## src/sv/dlbb_pkg.sv

```systemverilog
// ============================================================================
// dlbb_pkg
// Shared types, widths and helpers for the distributed-lag basis bank.
// ============================================================================
`default_nettype none

package dlbb_pkg;

    localparam int MAX_TAPS     = 16;
    localparam int MAX_BASIS    = 8;
    localparam int SAMPLE_WIDTH = 16;
    localparam int COEF_WIDTH   = 16;

    localparam int VALUE_W   = 36;
    localparam int PROD_W    = SAMPLE_WIDTH + COEF_WIDTH;
    localparam int CFG_W     = 4;
    localparam int CFG_IDX_W = 2;
    localparam int ROW_F_W   = 3;
    localparam int TAP_F_W   = 4;
    localparam int TAP_W     = $clog2(MAX_TAPS);
    localparam int LEN_W     = TAP_W + 1;
    localparam int FILL_W    = $clog2(MAX_TAPS + 1);
    localparam int ROW_W     = (MAX_BASIS > 1) ? $clog2(MAX_BASIS) : 1;
    localparam int ADDR_W    = $clog2(MAX_BASIS * MAX_TAPS);
    localparam int DEPTH     = MAX_BASIS * MAX_TAPS;

    localparam logic [CFG_IDX_W-1:0] REG_TAPS  = CFG_IDX_W'(0);
    localparam logic [CFG_IDX_W-1:0] REG_BASIS = CFG_IDX_W'(1);

    localparam logic [CFG_W-1:0] TAPS_RESET  = CFG_W'(15);
    localparam logic [CFG_W-1:0] BASIS_RESET = CFG_W'(8);

    localparam logic REQ_SAMPLE = 1'b0;
    localparam logic REQ_COEF   = 1'b1;

    typedef struct packed {
        logic vld;
        logic first;
        logic last;
    } mac_ctl_t;

    function automatic logic [TAP_W-1:0] eff_taps(input logic [CFG_W-1:0] taps);
        logic [TAP_W-1:0] res;
        if (int'(taps) > MAX_TAPS - 1)
            res = TAP_W'(MAX_TAPS - 1);
        else
            res = TAP_W'(taps);
        return res;
    endfunction

    function automatic logic [CFG_W:0] eff_basis(input logic [CFG_W-1:0] basis);
        logic [CFG_W:0] res;
        if (basis == '0)
            res = (CFG_W + 1)'(1);
        else if (int'(basis) > MAX_BASIS)
            res = (CFG_W + 1)'(MAX_BASIS);
        else
            res = {1'b0, basis};
        return res;
    endfunction

endpackage

`default_nettype wire

```

## src/sv/dlbb_coef_mem.sv

```systemverilog
// ============================================================================
// dlbb_coef_mem
// Coefficient store: synchronous RAM with per-entry valid bits; unwritten
// entries read as zero.
// ============================================================================
`default_nettype none

module dlbb_coef_mem (
    input  wire logic                                  clk,
    input  wire logic                                  rst_n,
    input  wire logic                                  we,
    input  wire logic [dlbb_pkg::ADDR_W-1:0]           waddr,
    input  wire logic signed [dlbb_pkg::COEF_WIDTH-1:0] wdata,
    input  wire logic [dlbb_pkg::ADDR_W-1:0]           raddr,
    output logic signed [dlbb_pkg::COEF_WIDTH-1:0]     rdata
);

    logic signed [dlbb_pkg::COEF_WIDTH-1:0] mem [dlbb_pkg::DEPTH];
    logic signed [dlbb_pkg::COEF_WIDTH-1:0] rd_reg;
    logic [dlbb_pkg::DEPTH-1:0]             valid_reg;
    logic                                   rd_valid_reg;

    always_ff @(posedge clk)
    begin
        if (we)
        begin
            mem[waddr] <= wdata;
        end
        rd_reg <= mem[raddr];
    end

    always_ff @(posedge clk or negedge rst_n)
    begin
        if (!rst_n)
        begin
            valid_reg    <= '0;
            rd_valid_reg <= 1'b0;
        end
        else
        begin
            if (we)
            begin
                valid_reg[waddr] <= 1'b1;
            end
            rd_valid_reg <= valid_reg[raddr];
        end
    end

    assign rdata = rd_valid_reg ? rd_reg : '0;

endmodule

`default_nettype wire

```

## src/sv/dlbb_mac.sv

```systemverilog
// ============================================================================
// dlbb_mac
// Multiply-accumulate pipeline: align sample with RAM data, multiply,
// accumulate one basis row.
// ============================================================================
`default_nettype none

module dlbb_mac (
    input  wire logic                                    clk,
    input  wire logic                                    rst_n,
    input  wire dlbb_pkg::mac_ctl_t                      ctl,
    input  wire logic signed [dlbb_pkg::SAMPLE_WIDTH-1:0] smp,
    input  wire logic signed [dlbb_pkg::COEF_WIDTH-1:0]   coef,
    output logic signed [dlbb_pkg::VALUE_W-1:0]          acc,
    output logic                                         done
);

    dlbb_pkg::mac_ctl_t                      ctl1_reg;
    dlbb_pkg::mac_ctl_t                      ctl2_reg;
    logic signed [dlbb_pkg::SAMPLE_WIDTH-1:0] smp1_reg;
    logic signed [dlbb_pkg::PROD_W-1:0]       prod_reg;
    logic signed [dlbb_pkg::VALUE_W-1:0]      acc_reg;
    logic signed [dlbb_pkg::VALUE_W-1:0]      acc_next;
    logic signed [dlbb_pkg::VALUE_W-1:0]      prod_ext;
    logic                                     done_reg;

    always_ff @(posedge clk or negedge rst_n)
    begin
        if (!rst_n)
        begin
            ctl1_reg <= '0;
            ctl2_reg <= '0;
            done_reg <= 1'b0;
        end
        else
        begin
            ctl1_reg <= ctl;
            ctl2_reg <= ctl1_reg;
            done_reg <= ctl2_reg.vld && ctl2_reg.last;
        end
    end

    always_ff @(posedge clk)
    begin
        smp1_reg <= smp;
        prod_reg <= dlbb_pkg::PROD_W'(coef) * dlbb_pkg::PROD_W'(smp1_reg);
        acc_reg  <= acc_next;
    end

    always_comb
    begin
        prod_ext = {{(dlbb_pkg::VALUE_W - dlbb_pkg::PROD_W){prod_reg[dlbb_pkg::PROD_W-1]}},
                    prod_reg};
        acc_next = acc_reg;
        if (ctl2_reg.vld)
        begin
            acc_next = (ctl2_reg.first ? '0 : acc_reg) + prod_ext;
        end
    end

    assign acc  = acc_reg;
    assign done = done_reg;

    a_done_follows_last: assert property (@(posedge clk) disable iff (!rst_n)
        (ctl2_reg.vld && ctl2_reg.last) |=> done_reg)
        else $error("row completion lost");

    a_done_single: assert property (@(posedge clk) disable iff (!rst_n)
        done_reg |-> !(ctl1_reg.vld || ctl2_reg.vld))
        else $error("row completion with taps still in flight");

    a_first_clears: assert property (@(posedge clk) disable iff (!rst_n)
        (ctl2_reg.vld && ctl2_reg.first) |=> (acc_reg == $past(prod_ext)))
        else $error("accumulator not restarted on first tap");

endmodule

`default_nettype wire

```

## src/sv/distributed_lag_basis_bank_core.sv

```systemverilog
// ============================================================================
// distributed_lag_basis_bank_core
// Bank of FIR filters over a sliding sample window; one MAC per cycle while issuing.
// ============================================================================
// One multiply per cycle from the coefficient RAM read port while a row's taps
//   issue; samples go one at a time, the next refused until all rows are out.
// Samples below a full window and coefficient writes leave the block idle.
// Reset: registers back to taps 15 and 8 rows, window fill zero, all
//   coefficients read as zero through per-entry valid bits; no clearing pass.
`default_nettype none

module distributed_lag_basis_bank_core (
    input  wire logic                                    clk,
    input  wire logic                                    rst_n,
    input  wire logic                                    req_valid,
    output logic                                         req_ready,
    input  wire logic                                    req_type,
    input  wire logic signed [dlbb_pkg::SAMPLE_WIDTH-1:0] sample,
    input  wire logic [dlbb_pkg::ROW_F_W-1:0]            coef_row,
    input  wire logic [dlbb_pkg::TAP_F_W-1:0]            coef_tap,
    input  wire logic signed [dlbb_pkg::COEF_WIDTH-1:0]   coef_value,
    output logic                                         res_valid,
    input  wire logic                                    res_ready,
    output logic [dlbb_pkg::ROW_F_W-1:0]                 basis_index,
    output logic signed [dlbb_pkg::VALUE_W-1:0]          basis_value,
    output logic                                         last,
    input  wire logic                                    cfg_valid,
    output logic                                         cfg_ready,
    input  wire logic [dlbb_pkg::CFG_IDX_W-1:0]          cfg_index,
    input  wire logic [dlbb_pkg::CFG_W-1:0]              cfg_data
);

    typedef enum logic [3:0] {
        ST_IDLE  = 4'b0001,
        ST_ISSUE = 4'b0010,
        ST_WAIT  = 4'b0100,
        ST_EMIT  = 4'b1000
    } state_t;

    state_t                                   state_reg, state_next;
    logic [dlbb_pkg::CFG_W-1:0]               taps_reg;
    logic [dlbb_pkg::CFG_W-1:0]               basis_reg;
    logic [dlbb_pkg::FILL_W-1:0]              fill_reg, fill_next;
    logic [dlbb_pkg::ROW_W-1:0]               row_reg, row_next;
    logic [dlbb_pkg::TAP_W-1:0]               tap_reg, tap_next;
    logic signed [dlbb_pkg::SAMPLE_WIDTH-1:0] window_reg [dlbb_pkg::MAX_TAPS];

    logic                                     res_valid_reg;
    logic [dlbb_pkg::ROW_F_W-1:0]             res_index_reg;
    logic signed [dlbb_pkg::VALUE_W-1:0]      res_value_reg;
    logic                                     res_last_reg;

    logic [dlbb_pkg::TAP_W-1:0]               eff_t;
    logic [dlbb_pkg::LEN_W-1:0]               len;
    logic [dlbb_pkg::CFG_W:0]                 nb;
    logic                                     row_is_last;
    logic                                     tap_is_last;
    logic                                     req_acc;
    logic                                     smp_acc;
    logic                                     coef_we;
    logic                                     cfg_hit;
    logic                                     out_load;
    logic [dlbb_pkg::TAP_W-1:0]               win_idx;
    logic [dlbb_pkg::ADDR_W-1:0]              waddr;
    logic [dlbb_pkg::ADDR_W-1:0]              raddr;
    logic signed [dlbb_pkg::COEF_WIDTH-1:0]   coef_rd;
    logic signed [dlbb_pkg::VALUE_W-1:0]      mac_acc;
    logic                                     mac_done;
    dlbb_pkg::mac_ctl_t                       mac_ctl;

    assign eff_t       = dlbb_pkg::eff_taps(taps_reg);
    assign len         = {1'b0, eff_t} + dlbb_pkg::LEN_W'(1);
    assign nb          = dlbb_pkg::eff_basis(basis_reg);
    assign row_is_last = ({1'b0, (dlbb_pkg::CFG_W)'(row_reg)} + (dlbb_pkg::CFG_W + 1)'(1)) == nb;
    assign tap_is_last = tap_reg == eff_t;

    assign req_ready = (state_reg == ST_IDLE);
    assign cfg_ready = 1'b1;
    assign req_acc   = req_valid && req_ready;
    assign smp_acc   = req_acc && (req_type == dlbb_pkg::REQ_SAMPLE);
    assign coef_we   = req_acc && (req_type == dlbb_pkg::REQ_COEF)
                       && (int'(coef_row) < dlbb_pkg::MAX_BASIS)
                       && (int'(coef_tap) < dlbb_pkg::MAX_TAPS);
    assign cfg_hit   = cfg_valid && cfg_ready
                       && ((cfg_index == dlbb_pkg::REG_TAPS) || (cfg_index == dlbb_pkg::REG_BASIS));
    assign out_load  = (state_reg == ST_EMIT) && (!res_valid_reg || res_ready);

    assign waddr   = dlbb_pkg::ADDR_W'(coef_row) * dlbb_pkg::ADDR_W'(dlbb_pkg::MAX_TAPS)
                     + dlbb_pkg::ADDR_W'(coef_tap);
    assign raddr   = dlbb_pkg::ADDR_W'(row_reg) * dlbb_pkg::ADDR_W'(dlbb_pkg::MAX_TAPS)
                     + dlbb_pkg::ADDR_W'(tap_reg);
    assign win_idx = dlbb_pkg::TAP_W'(dlbb_pkg::MAX_TAPS - 1) - eff_t + tap_reg;

    always_comb
    begin
        mac_ctl.vld   = (state_reg == ST_ISSUE);
        mac_ctl.first = (tap_reg == '0);
        mac_ctl.last  = tap_is_last;
    end

    // fill count after this cycle's sample, cleared by a taps or basis write
    always_comb
    begin
        fill_next = fill_reg;
        if (cfg_hit)
        begin
            fill_next = '0;
        end
        else if (smp_acc && (int'(fill_reg) < dlbb_pkg::MAX_TAPS))
        begin
            fill_next = fill_reg + dlbb_pkg::FILL_W'(1);
        end
    end

    always_comb
    begin
        state_next = state_reg;
        row_next   = row_reg;
        tap_next   = tap_reg;
        case (state_reg)
            ST_IDLE:
            begin
                row_next = '0;
                tap_next = '0;
                if (smp_acc && (dlbb_pkg::LEN_W'(fill_next) >= len))
                begin
                    state_next = ST_ISSUE;
                end
            end
            ST_ISSUE:
            begin
                if (tap_is_last)
                begin
                    state_next = ST_WAIT;
                end
                else
                begin
                    tap_next = tap_reg + dlbb_pkg::TAP_W'(1);
                end
            end
            ST_WAIT:
            begin
                if (mac_done)
                begin
                    state_next = ST_EMIT;
                end
            end
            ST_EMIT:
            begin
                if (out_load)
                begin
                    tap_next = '0;
                    if (row_is_last)
                    begin
                        state_next = ST_IDLE;
                    end
                    else
                    begin
                        row_next   = row_reg + dlbb_pkg::ROW_W'(1);
                        state_next = ST_ISSUE;
                    end
                end
            end
            default:
            begin
                state_next = ST_IDLE;
            end
        endcase
    end

    always_ff @(posedge clk or negedge rst_n)
    begin
        if (!rst_n)
        begin
            state_reg     <= ST_IDLE;
            taps_reg      <= dlbb_pkg::TAPS_RESET;
            basis_reg     <= dlbb_pkg::BASIS_RESET;
            fill_reg      <= '0;
            row_reg       <= '0;
            tap_reg       <= '0;
            res_valid_reg <= 1'b0;
        end
        else
        begin
            state_reg <= state_next;
            fill_reg  <= fill_next;
            row_reg   <= row_next;
            tap_reg   <= tap_next;
            if (cfg_valid && cfg_ready && (cfg_index == dlbb_pkg::REG_TAPS))
            begin
                taps_reg <= cfg_data;
            end
            if (cfg_valid && cfg_ready && (cfg_index == dlbb_pkg::REG_BASIS))
            begin
                basis_reg <= cfg_data;
            end
            if (out_load)
            begin
                res_valid_reg <= 1'b1;
            end
            else if (res_ready)
            begin
                res_valid_reg <= 1'b0;
            end
        end
    end

    always_ff @(posedge clk)
    begin
        if (smp_acc)
        begin
            for (int i = 0; i < dlbb_pkg::MAX_TAPS - 1; i++)
            begin
                window_reg[i] <= window_reg[i + 1];
            end
            window_reg[dlbb_pkg::MAX_TAPS - 1] <= sample;
        end
        if (out_load)
        begin
            res_index_reg <= dlbb_pkg::ROW_F_W'(row_reg);
            res_value_reg <= mac_acc;
            res_last_reg  <= row_is_last;
        end
    end

    dlbb_coef_mem u_coef_mem (
        .clk   (clk),
        .rst_n (rst_n),
        .we    (coef_we),
        .waddr (waddr),
        .wdata (coef_value),
        .raddr (raddr),
        .rdata (coef_rd)
    );

    dlbb_mac u_mac (
        .clk   (clk),
        .rst_n (rst_n),
        .ctl   (mac_ctl),
        .smp   (window_reg[win_idx]),
        .coef  (coef_rd),
        .acc   (mac_acc),
        .done  (mac_done)
    );

    assign res_valid   = res_valid_reg;
    assign basis_index = res_index_reg;
    assign basis_value = res_value_reg;
    assign last        = res_last_reg;

    a_done_in_wait: assert property (@(posedge clk) disable iff (!rst_n)
        mac_done |-> (state_reg == ST_WAIT))
        else $error("row completion outside wait state");

    a_row_in_range: assert property (@(posedge clk) disable iff (!rst_n)
        (state_reg == ST_ISSUE) |-> ({1'b0, (dlbb_pkg::CFG_W)'(row_reg)} < nb))
        else $error("row beyond basis count");

    a_fill_bound: assert property (@(posedge clk) disable iff (!rst_n)
        int'(fill_reg) <= dlbb_pkg::MAX_TAPS)
        else $error("fill count overflow");

    a_emit_full_window: assert property (@(posedge clk) disable iff (!rst_n)
        (state_reg == ST_ISSUE) |-> (dlbb_pkg::LEN_W'(fill_reg) >= len))
        else $error("sequencing on incomplete window");

endmodule

`default_nettype wire

```

## config.mk

```make
export PLATFORM = sky130hd
export DESIGN_NAME = distributed_lag_basis_bank_core
export DESIGN_NICKNAME = d
export VERILOG_FILES = /design/src/sv/dlbb_pkg.sv /design/src/sv/dlbb_coef_mem.sv /design/src/sv/dlbb_mac.sv /design/src/sv/distributed_lag_basis_bank_core.sv
export SDC_FILE = /design/constraint.sdc
export NUM_CORES = 2
export LEC_CHECK = 0
export BUFFER_PORTS_ARGS = -buffer_cell sky130_fd_sc_hd__buf_2
export CORE_ASPECT_RATIO = 1.25
export CORE_UTILIZATION = 35
export CTS_BUF_LIST = sky130_fd_sc_hd__clkbuf_4 sky130_fd_sc_hd__clkbuf_8
export CTS_CLUSTER_DIAMETER = 150
export DETAILED_ROUTE_END_ITERATION = 7
export SYNTH_ARGS = -nofsm -noshare
export SYNTH_HDL_FRONTEND = slang
export SYNTH_HIERARCHICAL = 1
export SYNTH_SLANG_ARGS = --single-unit
```

## constraint.sdc

```tcl
create_clock -name clk -period 13.48 [get_ports clk]
set_input_delay 0.674 -clock clk [delete_from_list [all_inputs] [get_ports clk]]
set_output_delay 0.674 -clock clk [all_outputs]
set_load 0.1 [all_outputs]
```

Word level (Yosys, flattened, before mapping) --
Memory sizes are Yosys's and may differ from the RTL's. A register that Yosys moved wholly into a read port is not among the register bits. Index checks and enable logic that the tools add are counted.
Operators by class: add/subtract/negate cells 10, multiply operators 1, divide/modulo/power cells 0, $lt $le $gt $ge 6, equality and inequality tests 13, shift-type cells 0, muxes and demuxes 28, bitwise operators 2, reductions and logical operators 23
Operators with widths (number):
- bitwise OR 128 bit | 1
- adder 36 bit | 1
- two-way mux 36 bit | 1
- multiplier 16 x 16 -> 32 bit | 1
- two-way mux 4 bit | 7
- less-than comparator 7 x 8 -> 1 bit (second input constant) | 2
- two-way mux 16 bit | 1
- case mux 4 bit (4 select lines) | 1
- two-way mux 5 bit | 3
- adder 7 x 4 -> 7 bit | 2
- case mux 4 bit (3 select lines) | 1
- logical AND 1 bit | 11
- zero test 4 bit | 2
- two-way mux 1 bit | 8
- != test 2 bit (second input constant) | 4
- binary-select mux 1 bit (select 7 bit) | 1
- demux 1 bit (select 7 bit) | 1
- greater-or-equal comparator 7 x 1 -> 1 bit (second input constant) | 1
- two-way mux 3 bit | 2
- case mux 3 bit (2 select lines) | 1
- AND reduction 3 bit | 2
- adder 4 x 1 -> 5 bit (second input constant) | 1
- adder 5 x 1 -> 5 bit (second input constant) | 1
- equality test 4 x 5 -> 1 bit | 1
- other kinds (23) | 26
Storage, ports and cells: bits in registers 269, latch bits 0, memory bits (writable) 2304, memory bits (read-only) 0, word-level logic and storage cells 106, memories 2
Memory list:
- u_coef_mem.mem | words 128, bits a word 16, read ports 1, clocked after memory_dff 1, write ports 1, RTL line dlbb_coef_mem.sv:18 | logic signed [dlbb_pkg::COEF_WIDTH-1:0] mem [dlbb_pkg::DEPTH];
- window_reg | words 16, bits a word 16, read ports 16, clocked after memory_dff 1, write ports 16, RTL line distributed_lag_basis_bank_core.sv:46 | logic signed [dlbb_pkg::SAMPLE_WIDTH-1:0] window_reg [dlbb_pkg::MAX_TAPS];

Depth between registers and ports, before layout --
word-level depth 10, gate-level depth with buffers 26

Cells and area by module --
Netlist, hierarchy kept.
Modules (own cells, without submodules):
- dlbb_coef_mem | instances 1, cells each 3433, area each 83810.4 sq um, sequential area each 65047.4 sq um
- dlbb_mac | instances 1, cells each 1418, area each 13913.3 sq um, sequential area each 2217.1 sq um
- distributed_lag_basis_bank_core | instances 1, cells each 560, area each 12451.9 sq um, sequential area each 9521.6 sq um

Worst setup path after synthesis --
Ideal clock, no wire load.
path type reg2reg, start register state_reg[0], end register tap_reg[1] in the netlist's numbering, library setup time 0.122 ns, data arrival time 13.690 ns, data required time 13.358 ns, path slack -0.332 ns, stages on the path, launching flop included 11, period minus slack after synthesis 13.812 ns, path through dfstp_2 > buf_2 > or4b_4 > nor2_1 > a41oi_1 > nor2_1 > ha_1 > o211ai_1 > o211ai_1 > nand3_1 > a32o_1
On the way: longest elaborated chain between the ends 4
Ends and longest elaborated chain:
- start, declared | RTL line distributed_lag_basis_bank_core.sv:40 | state_t state_reg, state_next;
- start signal, assigned | RTL line distributed_lag_basis_bank_core.sv:185 | state_reg <= state_next;
- equality test 4 bit | RTL line distributed_lag_basis_bank_core.sv:86, distributed_lag_basis_bank_core.sv:120
- logical AND 1 bit | RTL line distributed_lag_basis_bank_core.sv:86 | assign out_load = (state_reg == ST_EMIT) && (!res_valid_reg || res_ready);
- != test 2 bit (no source line)
- AND reduction 3 bit (no source line)
- end signal, assigned | RTL line distributed_lag_basis_bank_core.sv:188 | tap_reg <= tap_next;
- end, declared | RTL line distributed_lag_basis_bank_core.sv:45 | logic [dlbb_pkg::TAP_W-1:0] tap_reg, tap_next;
Several ways; a longest one is shown, not always the timed one. A chain may end at the register's enable or synchronous reset.

Worst setup path after layout --
start register u_coef_mem.rd_valid_reg, end register u_mac/prod_reg[29] in the netlist's numbering
On the way: longest elaborated chain between the ends 2
Ends and longest elaborated chain:
- start, declared | RTL line dlbb_coef_mem.sv:21 | logic rd_valid_reg;
- start signal, assigned | RTL line dlbb_coef_mem.sv:45 | rd_valid_reg <= valid_reg[raddr];
- two-way mux 16 bit | RTL line dlbb_coef_mem.sv:49 | assign rdata = rd_valid_reg ? rd_reg : '0;
- named net coef_rd (one bit) | RTL line distributed_lag_basis_bank_core.sv:66 | logic signed [dlbb_pkg::COEF_WIDTH-1:0] coef_rd;
- multiplier 16 x 16 -> 32 bit | RTL line dlbb_mac.sv:46 | prod_reg <= dlbb_pkg::PROD_W'(coef) * dlbb_pkg::PROD_W'(smp1_reg);
- end signal, assigned | RTL line dlbb_mac.sv:46
- end, declared | RTL line dlbb_mac.sv:21 | logic signed [dlbb_pkg::PROD_W-1:0] prod_reg;
The timed path passes the listed nets, and every way through them passes these cells.

==> reports/results.txt <==
final setup vio count: 0
Die Ht: 629.3 um
status: completed
syn avg cell area: 20.36 um2
compound-cell area share of the yosys netlist: 1.649%
most frequent cell after synthesis: edfxtp_1
Warnings, synthesis: 6
total power: 18.54 mW
Synth top cells by count: 2380 x edfxtp_1, 788 x mux4_2, 312 x inv_1
Fin Clk Skew: 67.22 ps
WHS Path Cells: 3
sequential area share after synthesis: 69.69%
FP Rows: 229
Startpoint Class: register
leading area contributor after synthesis: edfxtp_1
Slew Limit Fails: 0
Die Area: 317100 um2
H-Tree Level Count: 5
CP most frequent cell: fa_1
Syn Inst Count: 5411
layout overhead on the synthesized area: 13.47%
VDD IR max: 0.00008979 V
Port Buffer Count: 92
RSZ-0062 raised after global routing: false
largest net degree at the start of global routing: 183
Root Driver: clkbuf_8
hpwl dp: 157.6 mm
Worst slew margin: 28.67%
DR pass1 iterations: 6
Crit path buffers/inverters: 3
leakage power: 41.69 nW
f_max: 139.8 MHz
max reg flops: 2048
EDFF count, synth: 2380
area fraction of the dominant cell type after synthesis: 64.87%
Hold Fails Final Rpt: 0
min cycle time layout: 7153 ps
CP Data Required Time: 14410 ps
Num Clock Sinks: 2605
Layout Cells excl Fill: 10400
clock slew at reported path FFs: 70 ps
vias in the first global route: 57020
Fillers: 27980
CTS Buf Count: 408
CTS Buffer Depth: 4
synthesized flop and latch total: 2605
Vias: 52850
mux cell area share after synthesis: 16.50%
GRT Overall Usage: 16.25%
crit path kind: reg2reg
io pins: 94
Max-Cap Viols: 0
crit end category: register
asr flop ratio synth: 6.180%
Setup TNS Final: 0 ps
Worst path max stage delay: 890 ps
P per Cell Area: 148.3 nW/um2
antenna violations before repair: 23
ANT nets after route: 0
Crit path max-delay family: adder cells
largest family of logic cells by synthesized area: multiplexers
core box area: 312300 um2
Post-route DRC: 0
critical-path cell list: and2_1 > nand2_1 > inv_1 > fa_1 > fa_1 > fa_1 > fa_1 > fa_1 > inv_1 > fa_1 > inv_1 > ha_1 > a21o_1 > a21oi_1 > nor2b_1 > nor3_1 > nor2b_1 > a2111oi_2 > o21bai_1 > a21oi_1 > xnor2_1
final WL: 259.0 mm
first-pass GRT wire length: 383.9 mm
Synth Area in Adders: 6.273%
top post-synthesis cells by area: edfxtp_1 65%, mux4_2 16%, fa_1 4.8%
Post-CTS Setup Bufs: 0
DP Cell Count: 9597
post-cts gate resize count: 0
share of layout cells above drive strength 1: 29.68%
Initial Utilization: 35.28%
Yosys cell types: 85
drt initial violations: 4420
ys flop type: edfxtp_1
Synth Area in XOR/XNOR: 0.6575%
Simple-Gate Fraction of Synth Area: 3.199%
CTS tree: yes
WP depth: 21
Chip Width: 503.8 um
Placer Congestion: 0.8280
final worst-path cycle share: 53.06%
wire length per cell: 24.91 um
later-pin clock latency in the skew report: 1020 ps
Hold Buf Count CTS: 27
Crit-path slowest cell: fa_1
hold crit path type: in2reg
worst-path fanout max: 16
Final nets: 6321
Crit path arrival time: 8080 ps
worst-margin pin slew: 1070 ps
post-synthesis cell area: 110200 um2
Remaining Overflow, GRT: 0
syn_nets: 5856
Worst R2R Path Depth: 21
DR vias/cell: 5.085
## final timing paths
path                       slack, ps                       to               startpoint
setup / recovery                6330       u_mac/prod_reg[29]  u_coef_mem/rd_valid_reg
hold / removal                    90                res_valid                res_ready
setup reg to reg                6330       u_mac/prod_reg[29]  u_coef_mem/rd_valid_reg
hold reg to reg                  350        u_mac/ctl2_reg[0]        u_mac/ctl1_reg[0]
max in group asynchronous      11490  u_coef_mem/rd_valid_reg                    rst_n
min in group asynchronous        400  u_coef_mem/valid_reg[9]                    rst_n
## worst register-to-register path, stage by stage (launching register included)
cell and delay, ps:
dfrtp_1 580, and2_1 560, nand2_1 200, inv_1 160
fa_1 540, fa_1 890, fa_1 530, fa_1 510
fa_1 490, inv_1 50, fa_1 470, inv_1 50
ha_1 340, a21o_1 180, a21oi_1 190, nor2b_1 80
nor3_1 310, nor2b_1 120, a2111oi_2 390, o21bai_1 120
a21oi_1 200, xnor2_1 140
## area by class of cell
| type | instances | area [um2] | area share (%) |
|---|---|---|---|
| clock buffers | 551 | 6852 | 5.480 |
| clock inverters | 196 | 1450 | 1.160 |
| diodes | 24 | 60.06 | 0.04804 |
| flip-flops and latches | 2605 | 76800 | 61.43 |
| multi-input cells | 2243 | 31210 | 24.96 |
| repair buffers | 306 | 2271 | 1.816 |
| inverters | 312 | 1171 | 0.9367 |
| well taps | 4158 | 5202 | 4.161 |
## power breakdown
part | internal (mW) | leakage (nW) | switching [mW]
Sequential | 9.11 | 24.2 | 0.246
Clock | 3.66 | 4.38 | 3.13
Combinational | 1.05 | 13.1 | 1.34
## metrics by stage
stage | hold slack [ps] | setup WS, ps | cell area [um2] | utilization (%)
6_report | 91.38 | 6327 | 125000 | 40.03
5_1_grt | 54.59 | 5725 | 125000 | 40.03
4_1_cts | 3.735 | 6332 | 125000 | 40.01
3_5_place_dp | 337.3 | 6297 | 116400 | 37.27
3_3_place_gp | 333.2 | 6414 | 116400 | 37.27
2_1_floorplan | 331.2 | 4099 | 110200 | -
## per-layer routing
metal | global-route usage (%) | wire, um | share of wire, %
met1 | 20.04 | 101800 | 39
met2 | 28.74 | 135700 | 52
met3 | 2.572 | 12870 | 5.0
met4 | 5.778 | 8519 | 3.3
met5 | 0 | 68 | 0.026
## cell families after synthesis
| logic type | after synthesis |
|---|---|
| adder cells (fa/ha/maj) | 394 |
| XOR/XNOR | 81 |
| multiplexers | 818 |
| other | 1 |
| buffers and inverters | 563 |
| flip-flops | 2605 |
| AND/OR/NAND/NOR | 696 |
| AO/OA/AOI/OAI | 253 |
## layout by cell type, fill, tap and decap left out, drive strengths merged, types with 18 or more instances in the layout
master | synthesis | final
nand3 | 23 | 23
nand2 | 163 | 163
xnor2 | 57 | 57
mux2 | 23 | 23
dfrtp | 155 | 155
ha | 130 | 130
xor2 | 24 | 24
and2 | 145 | 145
edfxtp | 2380 | 2380
a21oi | 47 | 47
o21bai | 74 | 74
fa | 264 | 264
a21o | 29 | 29
nor2 | 183 | 183
dfxtp | 64 | 64
diode | 0 | 24
or2 | 67 | 67
o21ai | 32 | 32
mux4 | 794 | 794
bufinv | 0 | 18
nor2b | 50 | 50
inv | 312 | 325
buf | 92 | 278
dlygate4sd3 | 0 | 27
clkinv | 0 | 154
clkbuf | 159 | 552
Note: power is estimated with default switching activity, not from simulation.
